==> config.mk <==
export PLATFORM = sky130hd
export DESIGN_NAME = nested_page_table_walker_core
export DESIGN_NICKNAME = d
export VERILOG_FILES = /design/src/hw/rtl/nptw_pkg.sv /design/src/hw/rtl/nptw_step.sv /design/src/hw/rtl/nested_page_table_walker_core.sv
export SDC_FILE = /design/constraint.sdc
export NUM_CORES = 1
export LEC_CHECK = 0
export BUFFER_PORTS_ARGS = -buffer_cell sky130_fd_sc_hd__buf_4
export CAP_MARGIN = 20
export CORE_ASPECT_RATIO = 2
export CORE_MARGIN = 2
export CORE_UTILIZATION = 54
export CTS_BUF_LIST = sky130_fd_sc_hd__clkbuf_4
export DETAILED_ROUTE_END_ITERATION = 8
export PLACE_DENSITY_LB_ADDON = 0.12
export SLEW_MARGIN = 20
export SYNTH_ARGS = -nofsm -noshare
export SYNTH_HDL_FRONTEND = slang
export SYNTH_SLANG_ARGS = --single-unit
export TNS_END_PERCENT = 30
==> constraint.sdc <==
create_clock -name clk -period 3.86 [get_ports clk]
set_input_delay 0.579 -clock clk [delete_from_list [all_inputs] [get_ports clk]]
set_output_delay 0.579 -clock clk [all_outputs]
set_load 0.01 [all_outputs]
==> src/hw/rtl/nptw_pkg.sv <==
// ----------------------------------------------------------------------------
// nptw_pkg
// Types, codes and helpers shared by the page-table walker modules.
// ----------------------------------------------------------------------------
package nptw_pkg;

	localparam int unsigned AddrW  = 52;
	localparam int unsigned PteW   = 64;
	localparam int unsigned FaultW = 33;

	typedef enum logic [1:0] {
		KIND_READ  = 2'd0,
		KIND_DONE  = 2'd1,
		KIND_FAULT = 2'd2
	} kind_t;

	localparam logic ACT_START = 1'b0;
	localparam logic ACT_RESP  = 1'b1;

	localparam logic [1:0] ACC_WRITE = 2'd1;
	localparam logic [1:0] ACC_EXEC  = 2'd2;

	localparam logic [2:0] LVL_1 = 3'd1;
	localparam logic [2:0] LVL_2 = 3'd2;
	localparam logic [2:0] LVL_3 = 3'd3;
	localparam logic [2:0] LVL_4 = 3'd4;

	localparam logic [2:0] R_READ  = 3'b001;
	localparam logic [2:0] R_WRITE = 3'b010;
	localparam logic [2:0] R_EXEC  = 3'b100;
	localparam logic [2:0] R_ALL   = 3'b111;

	localparam int unsigned PTE_V  = 0;
	localparam int unsigned PTE_RW = 1;
	localparam int unsigned PTE_U  = 2;
	localparam int unsigned PTE_PS = 7;
	localparam int unsigned PTE_NX = 63;

	typedef struct packed {
		logic             action;
		logic [AddrW-1:0] guest_addr;
		logic [1:0]       access_kind;
		logic [PteW-1:0]  read_data;
		logic             read_error;
	} item_t;

	typedef struct packed {
		logic             busy;
		logic [2:0]       level;
		logic [AddrW-1:0] base;
		logic [2:0]       rights;
		logic [AddrW-1:0] paddr;
		logic [1:0]       pacc;
	} walk_t;

	typedef struct packed {
		logic              valid;
		kind_t             kind;
		logic [AddrW-1:0]  read_address;
		logic [AddrW-1:0]  translated_addr;
		logic [2:0]        permissions;
		logic [FaultW-1:0] fault_info;
	} result_t;

	function automatic logic [2:0] access_mask(input logic [1:0] k);
		logic [2:0] m;
		case (k)
			ACC_WRITE: m = R_WRITE;
			ACC_EXEC:  m = R_EXEC;
			default:   m = R_READ;
		endcase
		return m;
	endfunction

	function automatic logic [AddrW-1:0] entry_addr(input logic [AddrW-1:0] base,
		input logic [AddrW-1:0] va, input logic [2:0] lvl);
		logic [8:0] idx;
		case (lvl)
			LVL_1:   idx = va[20:12];
			LVL_2:   idx = va[29:21];
			LVL_3:   idx = va[38:30];
			default: idx = va[47:39];
		endcase
		return {base[AddrW-1:12], idx, 3'b000};
	endfunction

	function automatic walk_t walk_idle();
		walk_t w;
		w.busy   = 1'b0;
		w.level  = LVL_4;
		w.base   = '0;
		w.rights = R_ALL;
		w.paddr  = '0;
		w.pacc   = '0;
		return w;
	endfunction

endpackage

==> src/hw/rtl/nptw_step.sv <==
// ----------------------------------------------------------------------------
// nptw_step
// One walk step: start, or check of a returned entry, giving the next walk
// state and at most one result.
// ----------------------------------------------------------------------------
module nptw_step (
	input  nptw_pkg::item_t           item,
	input  nptw_pkg::walk_t           cur,
	input  logic [nptw_pkg::AddrW-1:0] root,
	output nptw_pkg::walk_t           nxt,
	output nptw_pkg::result_t         res
);

	logic [2:0]                 acc;
	logic [2:0]                 rights;
	logic                       bad_entry;
	logic                       big_page;
	logic                       last_level;
	logic [nptw_pkg::AddrW-1:0] frame;
	logic [nptw_pkg::AddrW-1:0] pte_base;
	logic                       denied;

	always_comb begin
		acc        = nptw_pkg::access_mask(cur.pacc);
		bad_entry  = item.read_error || !item.read_data[nptw_pkg::PTE_V] ||
			!item.read_data[nptw_pkg::PTE_U];
		rights     = cur.rights;
		if (!item.read_data[nptw_pkg::PTE_RW])
			rights = rights & ~nptw_pkg::R_WRITE;
		if (item.read_data[nptw_pkg::PTE_NX])
			rights = rights & ~nptw_pkg::R_EXEC;
		big_page   = item.read_data[nptw_pkg::PTE_PS] &&
			(cur.level == nptw_pkg::LVL_3 || cur.level == nptw_pkg::LVL_2);
		last_level = (cur.level <= nptw_pkg::LVL_1);
		pte_base   = {item.read_data[nptw_pkg::AddrW-1:12], 12'h000};
		if (big_page && cur.level == nptw_pkg::LVL_3)
			frame = {item.read_data[nptw_pkg::AddrW-1:30], cur.paddr[29:0]};
		else if (big_page)
			frame = {item.read_data[nptw_pkg::AddrW-1:21], cur.paddr[20:0]};
		else
			frame = {item.read_data[nptw_pkg::AddrW-1:12], cur.paddr[11:0]};
		denied     = (acc & rights) != acc;

		nxt                 = cur;
		res                 = '0;
		res.kind            = nptw_pkg::KIND_READ;

		if (item.action == nptw_pkg::ACT_START) begin
			nxt.busy         = 1'b1;
			nxt.level        = nptw_pkg::LVL_4;
			nxt.rights       = nptw_pkg::R_ALL;
			nxt.paddr        = item.guest_addr;
			nxt.pacc         = item.access_kind;
			nxt.base         = {root[nptw_pkg::AddrW-1:12], 12'h000};
			res.valid        = 1'b1;
			res.read_address = nptw_pkg::entry_addr(nxt.base, nxt.paddr, nxt.level);
		end else if (cur.busy) begin
			res.valid = 1'b1;
			if (bad_entry || ((big_page || last_level) && denied)) begin
				nxt             = nptw_pkg::walk_idle();
				res.kind        = nptw_pkg::KIND_FAULT;
				res.fault_info  = {1'b1, 27'd0, acc[2], 1'b0, 1'b1, acc[1],
					!bad_entry};
			end else if (big_page || last_level) begin
				nxt                 = nptw_pkg::walk_idle();
				res.kind            = nptw_pkg::KIND_DONE;
				res.translated_addr = frame;
				res.permissions     = rights;
			end else begin
				nxt.rights       = rights;
				nxt.base         = pte_base;
				nxt.level        = cur.level - 3'd1;
				res.read_address = nptw_pkg::entry_addr(pte_base, cur.paddr, nxt.level);
			end
		end
	end

endmodule

==> src/hw/rtl/nested_page_table_walker_core.sv <==
// ----------------------------------------------------------------------------
// nested_page_table_walker_core
// Four-level page-table walker: table entry read requests, translations with
// permissions, and fault words.
// ----------------------------------------------------------------------------
// Takes one beat per cycle while no result waits in a stalled output register,
// start or entry response alike. The beat is registered, checked by the step
// logic against the walk state, and any result lands in the output register.
// The walk-state update through the step logic is combinational, so
// back-to-back beats run at one per cycle; a walk issues up to four entry reads.
module nested_page_table_walker_core (
	input  logic                              clk,
	input  logic                              arst_n,
	input  logic                              cfg_we,
	input  logic [nptw_pkg::AddrW-1:0]        cfg_wdata,
	input  logic                              in_valid,
	output logic                              in_stall,
	input  logic                              action,
	input  logic [nptw_pkg::AddrW-1:0]        guest_addr,
	input  logic [1:0]                        access_kind,
	input  logic [nptw_pkg::PteW-1:0]         read_data,
	input  logic                              read_error,
	output logic                              out_valid,
	input  logic                              out_stall,
	output logic [1:0]                        kind,
	output logic [nptw_pkg::AddrW-1:0]        read_address,
	output logic [nptw_pkg::AddrW-1:0]        translated_addr,
	output logic [2:0]                        permissions,
	output logic [nptw_pkg::FaultW-1:0]       fault_info
);

	logic [nptw_pkg::AddrW-1:0] root_q;
	nptw_pkg::item_t            item_s1;
	logic                       valid_s1;
	nptw_pkg::walk_t            walk_q;
	nptw_pkg::walk_t            walk_nxt;
	nptw_pkg::result_t          res;
	nptw_pkg::result_t          res_s2;
	logic                       valid_s2;
	logic                       adv;
	logic                       load_s1;

	nptw_step u_step (
		.item (item_s1),
		.cur  (walk_q),
		.root (root_q),
		.nxt  (walk_nxt),
		.res  (res)
	);

	assign adv      = valid_s1 && (!res.valid || !valid_s2 || !out_stall);
	assign in_stall = valid_s1 && !adv;
	assign load_s1  = in_valid && !in_stall;

	always_ff @(posedge clk or negedge arst_n) begin
		if (!arst_n) begin
			root_q <= '0;
		end else if (cfg_we) begin
			root_q <= cfg_wdata;
		end
	end

	always_ff @(posedge clk or negedge arst_n) begin
		if (!arst_n) begin
			valid_s1 <= 1'b0;
		end else if (load_s1) begin
			valid_s1 <= 1'b1;
		end else if (adv) begin
			valid_s1 <= 1'b0;
		end
	end

	always_ff @(posedge clk) begin
		if (load_s1) begin
			item_s1.action      <= action;
			item_s1.guest_addr  <= guest_addr;
			item_s1.access_kind <= access_kind;
			item_s1.read_data   <= read_data;
			item_s1.read_error  <= read_error;
		end
	end

	always_ff @(posedge clk or negedge arst_n) begin
		if (!arst_n) begin
			walk_q <= nptw_pkg::walk_idle();
		end else if (adv) begin
			walk_q <= walk_nxt;
		end
	end

	always_ff @(posedge clk or negedge arst_n) begin
		if (!arst_n) begin
			valid_s2 <= 1'b0;
		end else if (adv && res.valid) begin
			valid_s2 <= 1'b1;
		end else if (!out_stall) begin
			valid_s2 <= 1'b0;
		end
	end

	always_ff @(posedge clk) begin
		if (adv && res.valid) begin
			res_s2 <= res;
		end
	end

	assign out_valid       = valid_s2;
	assign kind            = res_s2.kind;
	assign read_address    = res_s2.read_address;
	assign translated_addr = res_s2.translated_addr;
	assign permissions     = res_s2.permissions;
	assign fault_info      = res_s2.fault_info;

	a_end_goes_idle: assert property (@(posedge clk) disable iff (!arst_n)
		adv && res.valid && res.kind != nptw_pkg::KIND_READ |=> !walk_q.busy)
		else $error("walk still busy after translation or fault");

	a_read_keeps_busy: assert property (@(posedge clk) disable iff (!arst_n)
		adv && res.valid && res.kind == nptw_pkg::KIND_READ |=> walk_q.busy)
		else $error("walk idle after read request");

	a_level_range: assert property (@(posedge clk) disable iff (!arst_n)
		walk_q.busy |-> walk_q.level >= nptw_pkg::LVL_1 &&
			walk_q.level <= nptw_pkg::LVL_4)
		else $error("walk level out of range");

	a_done_clean: assert property (@(posedge clk) disable iff (!arst_n)
		valid_s2 && res_s2.kind == nptw_pkg::KIND_DONE |->
			res_s2.fault_info == '0 && res_s2.read_address == '0 &&
			res_s2.permissions[0])
		else $error("translation beat carries stray fields");

	a_fault_marks: assert property (@(posedge clk) disable iff (!arst_n)
		valid_s2 && res_s2.kind == nptw_pkg::KIND_FAULT |->
			res_s2.fault_info[2] && res_s2.fault_info[32] &&
			res_s2.translated_addr == '0)
		else $error("fault word malformed");

endmodule

==> results of run 1 <==
[cells in the final DEF, fill, tap and decap left out, types with 3 or more instances in the layout]
cell / Yosys / routed
mux2i_1: 9 / 9
nand2b_1: 7 / 7
buf_4: 35 / 260
a21oi_1: 19 / 19
inv_1: 7 / 7
nor2b_1: 3 / 3
clkinv_1: 0 / 13
dfstp_2: 4 / 4
nand2_1: 30 / 30
ha_1: 7 / 7
and2_1: 38 / 37
dfrtp_1: 95 / 95
a32o_1: 4 / 4
o2bb2ai_1: 9 / 9
conb_1: 1 / 31
nor2_1: 9 / 9
a22oi_1: 4 / 4
edfxtp_1: 206 / 206
inv_2: 3 / 4
nor2_2: 11 / 10
a221oi_2: 4 / 4
clkbuf_4: 0 / 102
a222oi_1: 5 / 5
a211oi_1: 6 / 6
bufinv_16: 0 / 3
mux2_2: 40 / 40
a22o_1: 82 / 82
nand4_1: 3 / 3
[layout make-up]
class | count | area, um^2
Sequential cell | 305 | 8668
Timing Repair Buffer | 263 | 2002
Clock inverter | 19 | 151.4
Clock buffer | 102 | 765.7
Tap cell | 273 | 341.6
Fill cell | 1518 | 6748
Antenna cell | 2 | 5.005
Multi-Input combinational cell | 348 | 2674
Inverter | 10 | 40.04
[critical path: stages, from the launching register on]
cell     delay, ps
dfrtp_1        460
inv_1          130
ha_1           440
nor2_2         140
o22ai_4        280
nand4_1        170
buf_4          270
inv_2          560
and2_1         220
[routing by layer]
metal	part of all wire (%)	vias up	GRT usage [%]
li1	-	3248	-
met2	55	305	43.55
met1	34	3572	27.01
met3	5.6	74	4.905
met4	5.0	0	13.53
met5	0	-	0
[metrics by stage]
stage	cells	instance area [um^2]	hold slack, ps	utilization (%)
detailed placement	1198	13720	448.9	64.11
floorplan	729	11820	283.4	-
CTS	1320	14640	26.88	68.44
global placement	1198	13720	448.1	64.11
global route	1321	14650	37.89	68.45
finish	1322	14650	77.10	68.46
[power breakdown]
group          switching (uW)  internal [uW]  leakage [uW]
Combinational             583            525       0.00245
Clock                    1200           1410      0.000544
Sequential                232           3960       0.00321
[flip-flops by register name, indices dropped and copies added, names as in the netlist]
| signal | flops |
|---|---|
| walk_q | 57 |
| out_valid | 1 |
| root_q | 40 |
| permissions | 3 |
| valid_s1 | 1 |
| kind | 1 |
| fault_info | 4 |
| read_address | 49 |
| item_s1 | 97 |
| translated_addr | 52 |
[how the worst min path moves through the flow]
stage                         endpoint  slack [ps]
after floorplan              out_valid         280
after global placement       walk_q[7]         450
after detailed placement    walk_q[23]         450
after CTS                  item_s1[67]          30
after global routing      item_s1[113]          40
final                     item_s1[113]          80
[cells by family after synthesis]
| family | share of synthesized area [%] |
|---|---|
| flip-flops | 74.07 |
| AO/OA/AOI/OAI | 11.02 |
| AND/OR/NAND/NOR | 5.282 |
| buffers and inverters | 4.148 |
| multiplexers | 4.619 |
| adder cells (fa/ha/maj) | 0.7484 |
| other | 0.03204 |
| XOR/XNOR | 0.07486 |
==> metrics.yaml, run 1 <==
status: "completed"
wl_per_cell_um: 21.04
dieArea_um2: 22940
required_ps: 4360
p_total_uw: 7911
yosys-top-cells-area: "edfxtp_1, dfrtp_1, a22o_1"
fp.dieW_um: 108.1
setup_ws_ps: 1023
finalSetupViolCount: 0
layout-drive-gt1-share_pct: 42.31
ys.flop_type: "edfxtp_1"
drt_iter0_markers: 410
maxCapViolCount: 0
grt.overflow.total: 0
clock_skew_ps: 35.81
synth.distinct_cells: 52
min_period_ps: 2837
antenna_found_initial: 1
relSlewSlack_pct: 31.05
post_cts_resized: 0
first_global_vias: 7666
viasPerCell: 5.446
synth_area_leader_cell: "edfxtp_1"
tns_ps: 0
synth-seq-cells: 305
dp_slack_ps: 1063
crit_type: "reg2reg"
hold_class: "in2reg"
cts_max_level: 3
cp-startpoint: "walk_q[109]"
root_buffer: "clkbuf_4"
min_from: "guest_addr[46]"
cp-start-kind: "flip-flop"
leakage_uw: 0.006204
r2r-start: "walk_q[109]"
critPathCaptureType: "flip-flop"
via_count: 7199
clk_pin_slew_ps: 80
ant_nets: 0
cts_buffers: 66
ctsHoldBuffers: 1
row_count: 76
finalHoldViolCount: 0
yosysWarnings: 0
synth_top_area_share_pct: 52.86
dp_hpwl_um: 18840
cts_sinks: 305
routed_wl_um: 27820
clock.fmax_mhz: 352.5
synth_most_common_cell: "edfxtp_1"
worstMarginPinSlew_ps: 1032
grt_max_degree: 73
start_util_pct: 54.70
seq_area_frac_synth_pct: 74.07
crit_arrival_ps: 3340
firstDrtPassIters: 5
io_pins: 321
endpoint: "translated_addr[40]"
cp_max_fo: 37
die_h_um: 212.2
syn_to_final_growth_pct: 25.17
maxSlewViolCount: 0
rsz0062_at_grt: "false"
peakVddDrop_mv: 0.3226
r2r_slack_ps: 1020
fin_crit_sh_pct: 73.50
synth_area_per_cell_um2: 16.74
synth_edf_count: 206
holdPathStages: 1
cts_tree: "yes"
r2r_end: "translated_addr[40]"
coreArea_um2: 21400
async_reset_ff_share_pct: 32.46
grt_pass1_wl_um: 41650
synthTopCellsByCount: "edfxtp_1, dfrtp_1, a22o_1"
clk_latency_ps: 680
track_usage_pct: 24.51
cts_buffer_depth: 3
globalplace.congestion: 0.8388
pwr_density_cell_nw_per_um2: 540.1
postCtsSetupRepairBufs: 0
netlist_instances: 699
fin_nets: 1178
ff2ff_path_depth: 8
port_buffers: 254
drc: 0
netlist_area_um2: 11700
No activity file was read; power rests on OpenSTA's default activity.
==> run 2, diff against run 1 <==
Clock period 3.86 ns to 2.9 ns, I/O delays scaled along.
==> metrics.yaml, run 2 (synthesis gave the netlist of run 1 again) <==
seqPwrFrac_pct: 52.5  # -0.5 points
cts_sinks: 305  # unchanged
syn_to_final_growth_pct: 37.23
worstMarginPinSlew_ps: 1017  # -15.12 ps
clk_latency_ps: 680  # about the same
leakage_uw: 0.006809  # +9.8%
top_register: "item_s1"
cp-start-kind: "flip-flop"
die_h_um: 212.2  # unchanged
final_common_cell: "buf_4"
cpPeakStageDelay_ps: 570  # about the same
io_pins: 321  # unchanged
ctsHoldBuffers: 139  # +138
drc: 0  # unchanged
critPathCaptureType: "flip-flop"
layout-drive-gt1-share_pct: 37.95  # -4.4 points
tns_ps: 0  # unchanged
r2r_slack_ps: 370  # -650 ps
power.internal_uw: 7855  # +33%
row_count: 76  # unchanged
clock_skew_ps: 31.38  # -4.430 ps
relSlewSlack_pct: 32.06  # +1.0 points
routed_wl_um: 30110  # +8.2%
crit_buf_inv: 1  # -2
clk_pin_slew_ps: 80  # about the same
port_buffers: 254  # unchanged
cp_max_fo: 11  # -70%
peakVddDrop_mv: 0.4485  # +39%
setup_ws_ps: 373.0  # -649.9 ps
min_period_ps: 2527  # -310.1 ps
finalSetupViolCount: 0  # unchanged
largest_reg_flops: 97  # unchanged
cts_buffer_depth: 3  # unchanged
maxCapViolCount: 0  # unchanged
fp.dieW_um: 108.1  # unchanged
swShare_pct: 26.22  # +0.77 points
crit_type: "reg2reg"
root_buffer: "clkbuf_4"
first_global_vias: 8601  # +12%
required_ps: 3400  # -960 ps
fin_crit_sh_pct: 87.14  # +14 points
coreArea_um2: 21400  # unchanged
power_switching_uw: 2791  # +39%
postCtsSetupRepairBufs: 0  # unchanged
rsz0062_at_grt: "false"
maxSlewViolCount: 0  # unchanged
post_cts_resized: 0  # unchanged
grt_max_degree: 98  # +34%
firstDrtPassIters: 6  # +1
grt_pass1_wl_um: 45840  # +10%
track_usage_pct: 26.80  # +2.3 points
antenna_found_initial: 3  # +2
via_count: 7812  # +8.5%
clkPwrFrac_pct: 31.9  # -1.1 points
cts_tree: "yes"
crit_arrival_ps: 3020  # -320 ps
dieArea_um2: 22940  # unchanged
viasPerCell: 5.318  # -2.3%
cts_max_level: 3  # unchanged
critical_path.top_delay_family: "simple AND/OR/NAND/NOR gates"
worstPathCellList: "inv_1 > ha_1 > nor2_2 > o22ai_4 > or3_1 > a221oi_2"
clock.fmax_mhz: 395.7  # +12%
crit_slowest_cell: "or3_1"
dp_slack_ps: 417.8  # -645.2 ps
power_frac_comb_pct: 15.6  # +1.6 points
globalplace.congestion: 0.8232  # -1.9%
hold_class: "in2reg"
start_util_pct: 54.70  # unchanged
fin_nets: 1321  # +12%
cts_buffers: 67  # +1.5%
status: "completed"
wl_per_cell_um: 20.50  # -2.6%
drt_iter0_markers: 411  # +0.24%
ant_nets: 0  # unchanged
grt.overflow.total: 0  # unchanged
final_cell_mix: "buf_4, edfxtp_1, dlygate4sd3_1"
finalHoldViolCount: 0  # unchanged
pwr_density_cell_nw_per_um2: 663.0  # +23%
dp_hpwl_um: 18820  # -0.15%
[run 2: cell types whose count changed in the layout (fill, tap and decap cells not counted), sizes merged]
cell,delta
clkbuf,+3
diode,+3
bufinv,-2
buf,+4
dlygate4sd3,+138
clkinv,-2
inv,+3
[run 2: worst reg2reg max path: stages (launching register included)]
cell and delay (ps):
dfrtp_1 480, inv_1 130, ha_1 360, nor2_2 280, o22ai_4 160, or3_1 570, a221oi_2 350
[run 2: area by class of cell]
cell class                 count  area [um^2]
multi-input combinational    348         2674
sequential                   305         8668
clock inverter                18        96.34
antenna                        5        12.51
inverter                      10        40.04
clock buffer                 105        788.3
fill                        1327         5336
timing repair buffer         405         3438
tap                          273        341.6
[run 2: path summary, 6_finish.rpt]
kind	endpoint	cells after the start	from
worst max-delay path	read_address[8]	6	walk_q[109]
worst min-delay path	out_valid	3	out_stall
worst max register to register	read_address[8]	6	walk_q[109]
worst min register to register	walk_q[0]	1	item_s1[65]
max in group asynchronous	root_q[14]	3	arst_n
min in group asynchronous	root_q[24]	2	arst_n
[run 2: through the flow]
step,total power [uW],hold WS [ps],util [%],std cells,area (um^2)
4_1_cts,10690,20.42,75.00,1464,16050
2_1_floorplan,6437,139.4,-,729,11820
3_5_place_dp,7166,451.0,64.36,1202,13770
5_1_grt,11120,56.08,75.04,1467,16050
3_3_place_gp,7089,448.2,64.36,1202,13770
6_report,10650,89.22,75.06,1469,16060
[run 2: metal layers]
metal	track usage, %	up-vias	wire, um	part of all wire, %
li1	-	3530	-	-
met1	28.71	3859	10290	34
met2	47.06	335	16440	55
met3	6.009	88	1744	5.8
met4	16.67	0	1629	5.4
met5	0	-	0	0
[run 2: power groups by stage]
| stage | sequential [uW] | clock, uW | combinational, uW |
|---|---|---|---|
| after floorplan | 5660 | 0 | 779 |
| after global placement | 5640 | 0 | 1450 |
| after detailed placement | 5660 | 0 | 1500 |
| after CTS | 5570 | 3450 | 1660 |
| after global routing | 5640 | 3700 | 1780 |
| final | 5590 | 3390 | 1670 |
==> run 3, diff against run 2 <==
Settings changed: CORE_UTILIZATION 54 to 58.
Clock period 2.9 ns to 3.18 ns, I/O delays scaled along.
==> metrics.yaml, run 3 (synthesis gave the netlist of run 1 again) <==
swShare_pct: 25.77  # -0.45 points
status: "completed"
antenna_found_initial: 2  # -1
power_frac_comb_pct: 15.1  # -0.5 points
r2r_end: "read_address[11]"
fin_crit_sh_pct: 80.72  # -6.4 points
min_period_ps: 2567  # +39.96 ps
dp_hpwl_um: 18430  # -2.0%
clk_pin_slew_ps: 70  # about the same
dieArea_um2: 21400  # -6.7%
cts_sinks: 305  # unchanged
routed_wl_um: 29120  # -3.3%
hold_class: "in2reg"
firstDrtPassIters: 5  # -1
r2r-start: "walk_q[109]"
n_fill_cell: 1138  # -14%
relSlewSlack_pct: 33.01  # +0.95 points
first_global_vias: 8339  # -3.0%
die_h_um: 204.9  # -3.4%
final_common_cell: "buf_4"
ff2ff_path_depth: 6  # unchanged
finalSetupViolCount: 0  # unchanged
wl_per_cell_um: 20.57  # +0.35%
row_count: 73  # -3.9%
cts_buffers: 68  # +1.5%
leakage_uw: 0.006655  # -2.3%
layout-drive-gt1-share_pct: 40.02  # +2.1 points
root_buffer: "clkbuf_4"
top_register: "item_s1"
cp-start-kind: "flip-flop"
ctsHoldBuffers: 99  # -29%
largest_reg_flops: 97  # unchanged
via_count: 7711  # -1.3%
pwr_density_cell_nw_per_um2: 620.1  # -6.5%
fp.dieW_um: 104.4  # -3.4%
cts_max_level: 3  # unchanged
clock.fmax_mhz: 389.6  # -1.6%
postCtsSetupRepairBufs: 0  # unchanged
p_total_uw: 9700  # -8.9%
grt_max_degree: 90  # -8.2%
holdPathStages: 2  # -1
clk_latency_ps: 660  # -20 ps
grt.overflow.total: 0  # unchanged
power.internal_uw: 7200  # -8.3%
crit_type: "reg2reg"
worstMarginPinSlew_ps: 1002  # -14.22 ps
start_util_pct: 59.04  # +4.3 points
fin_nets: 1280  # -3.1%
ant_nets: 0  # unchanged
instances_no_fill: 1416  # -3.6%
io_pins: 321  # unchanged
min_from: "cfg_wdata[41]"
clock_skew_ps: 29.45  # -1.926 ps
cts_buffer_depth: 3  # unchanged
peakVddDrop_mv: 0.4252  # -5.2%
critPathCaptureType: "flip-flop"
seqPwrFrac_pct: 52.5  # about the same
min_to: "root_q[41]"
tns_ps: 0  # unchanged
r2r_slack_ps: 610  # +240 ps
globalplace.congestion: 0.8373  # +1.7%
viasPerCell: 5.446  # +2.4%
final_cell_mix: "buf_4, edfxtp_1, clkbuf_4"
drc: 0  # unchanged
dp.cells: 1189  # -1.1%
syn_to_final_growth_pct: 33.66
clkPwrFrac_pct: 32.4  # +0.5 points
finalHoldViolCount: 0  # unchanged
crit_arrival_ps: 3010  # about the same
track_usage_pct: 27.66  # +0.86 points
cp_max_fo: 11  # unchanged
post_cts_resized: 0  # unchanged
port_buffers: 254  # unchanged
coreArea_um2: 19820  # -7.4%
maxSlewViolCount: 0  # unchanged
cts_tree: "yes"
drt_iter0_markers: 471  # +15%
rsz0062_at_grt: "false"
grt_pass1_wl_um: 44840  # -2.2%
maxCapViolCount: 0  # unchanged
power_switching_uw: 2500  # -10%
required_ps: 3620  # +220 ps
-- run 3: cell types whose count changed in the layout (fill, tap and decap cells not counted), moves of 2 or more --
| cell | before | now |
|---|---|---|
| dlygate4sd3_1 | 139 | 99 |
| clkbuf_4 | 105 | 118 |
| clkinv_1 | 10 | 2 |
| diode_2 | 5 | 2 |
| clkinv_2 | 2 | 0 |
-- run 3: layer usage --
metal  up-vias  share of wire (%)  global-route usage (%)  wire length [um]
li1       3447                  -                       -                 -
met1      3821                 33                   29.59              9707
met2       358                 56                   49.32             16220
met3        85                5.9                   5.822              1726
met4         0                5.0                   17.42              1467
met5         -                  0                       0                 0
-- run 3: how the worst max path moves through the flow --
| stage | start | end | slack, ps | cells after the start |
|---|---|---|---|---|
| floorplan | out_stall | walk_q[40] | 240 | 6 |
| global placement | walk_q[109] | permissions[1] | 740 | 7 |
| detailed placement | walk_q[109] | permissions[1] | 650 | 7 |
| CTS | walk_q[109] | permissions[1] | 620 | 7 |
| global route | walk_q[109] | permissions[1] | 460 | 7 |
| finish | walk_q[109] | read_address[11] | 610 | 6 |
-- run 3: power groups by stage --
stage	Combinational, uW	Sequential (uW)	Clock [uW]
floorplan	710	5160	0
CTS	1470	5090	3200
global route	1570	5140	3410
global placement	1310	5140	0
finish	1470	5090	3140
detailed placement	1360	5170	0
-- run 3: critical path, stage by stage, from the launching register on --
cell and delay (ps):
dfrtp_1 460, inv_1 120, ha_1 370, nor2_2 300, o22ai_4 160, or3_1 570
o2bb2ai_1 380
-- run 3: metrics by stage --
| stage | hold slack (ps) | area, um^2 | utilization [%] | setup slack, ps |
|---|---|---|---|---|
| 6_report | 53.25 | 15640 | 78.92 | 613.1 |
| 4_1_cts | 6.660 | 15640 | 78.89 | 615.6 |
| 3_5_place_dp | 448.5 | 13730 | 69.27 | 647.9 |
| 5_1_grt | 5.700 | 15640 | 78.92 | 463.7 |
| 3_3_place_gp | 449.8 | 13730 | 69.27 | 743.7 |
| 2_1_floorplan | 181.4 | 11820 | - | 240.4 |
-- run 3: area by class of cell --
type | instances | area (um^2) | share of cell area (%)
sequential | 305 | 8668 | 55.42
timing repair buffer | 363 | 3010 | 19.25
multi-input combinational | 348 | 2674 | 17.09
clock buffer | 118 | 885.9 | 5.664
tap | 262 | 327.8 | 2.096
inverter | 10 | 40.04 | 0.2560
clock inverter | 8 | 30.03 | 0.1920
antenna | 2 | 5.005 | 0.03200
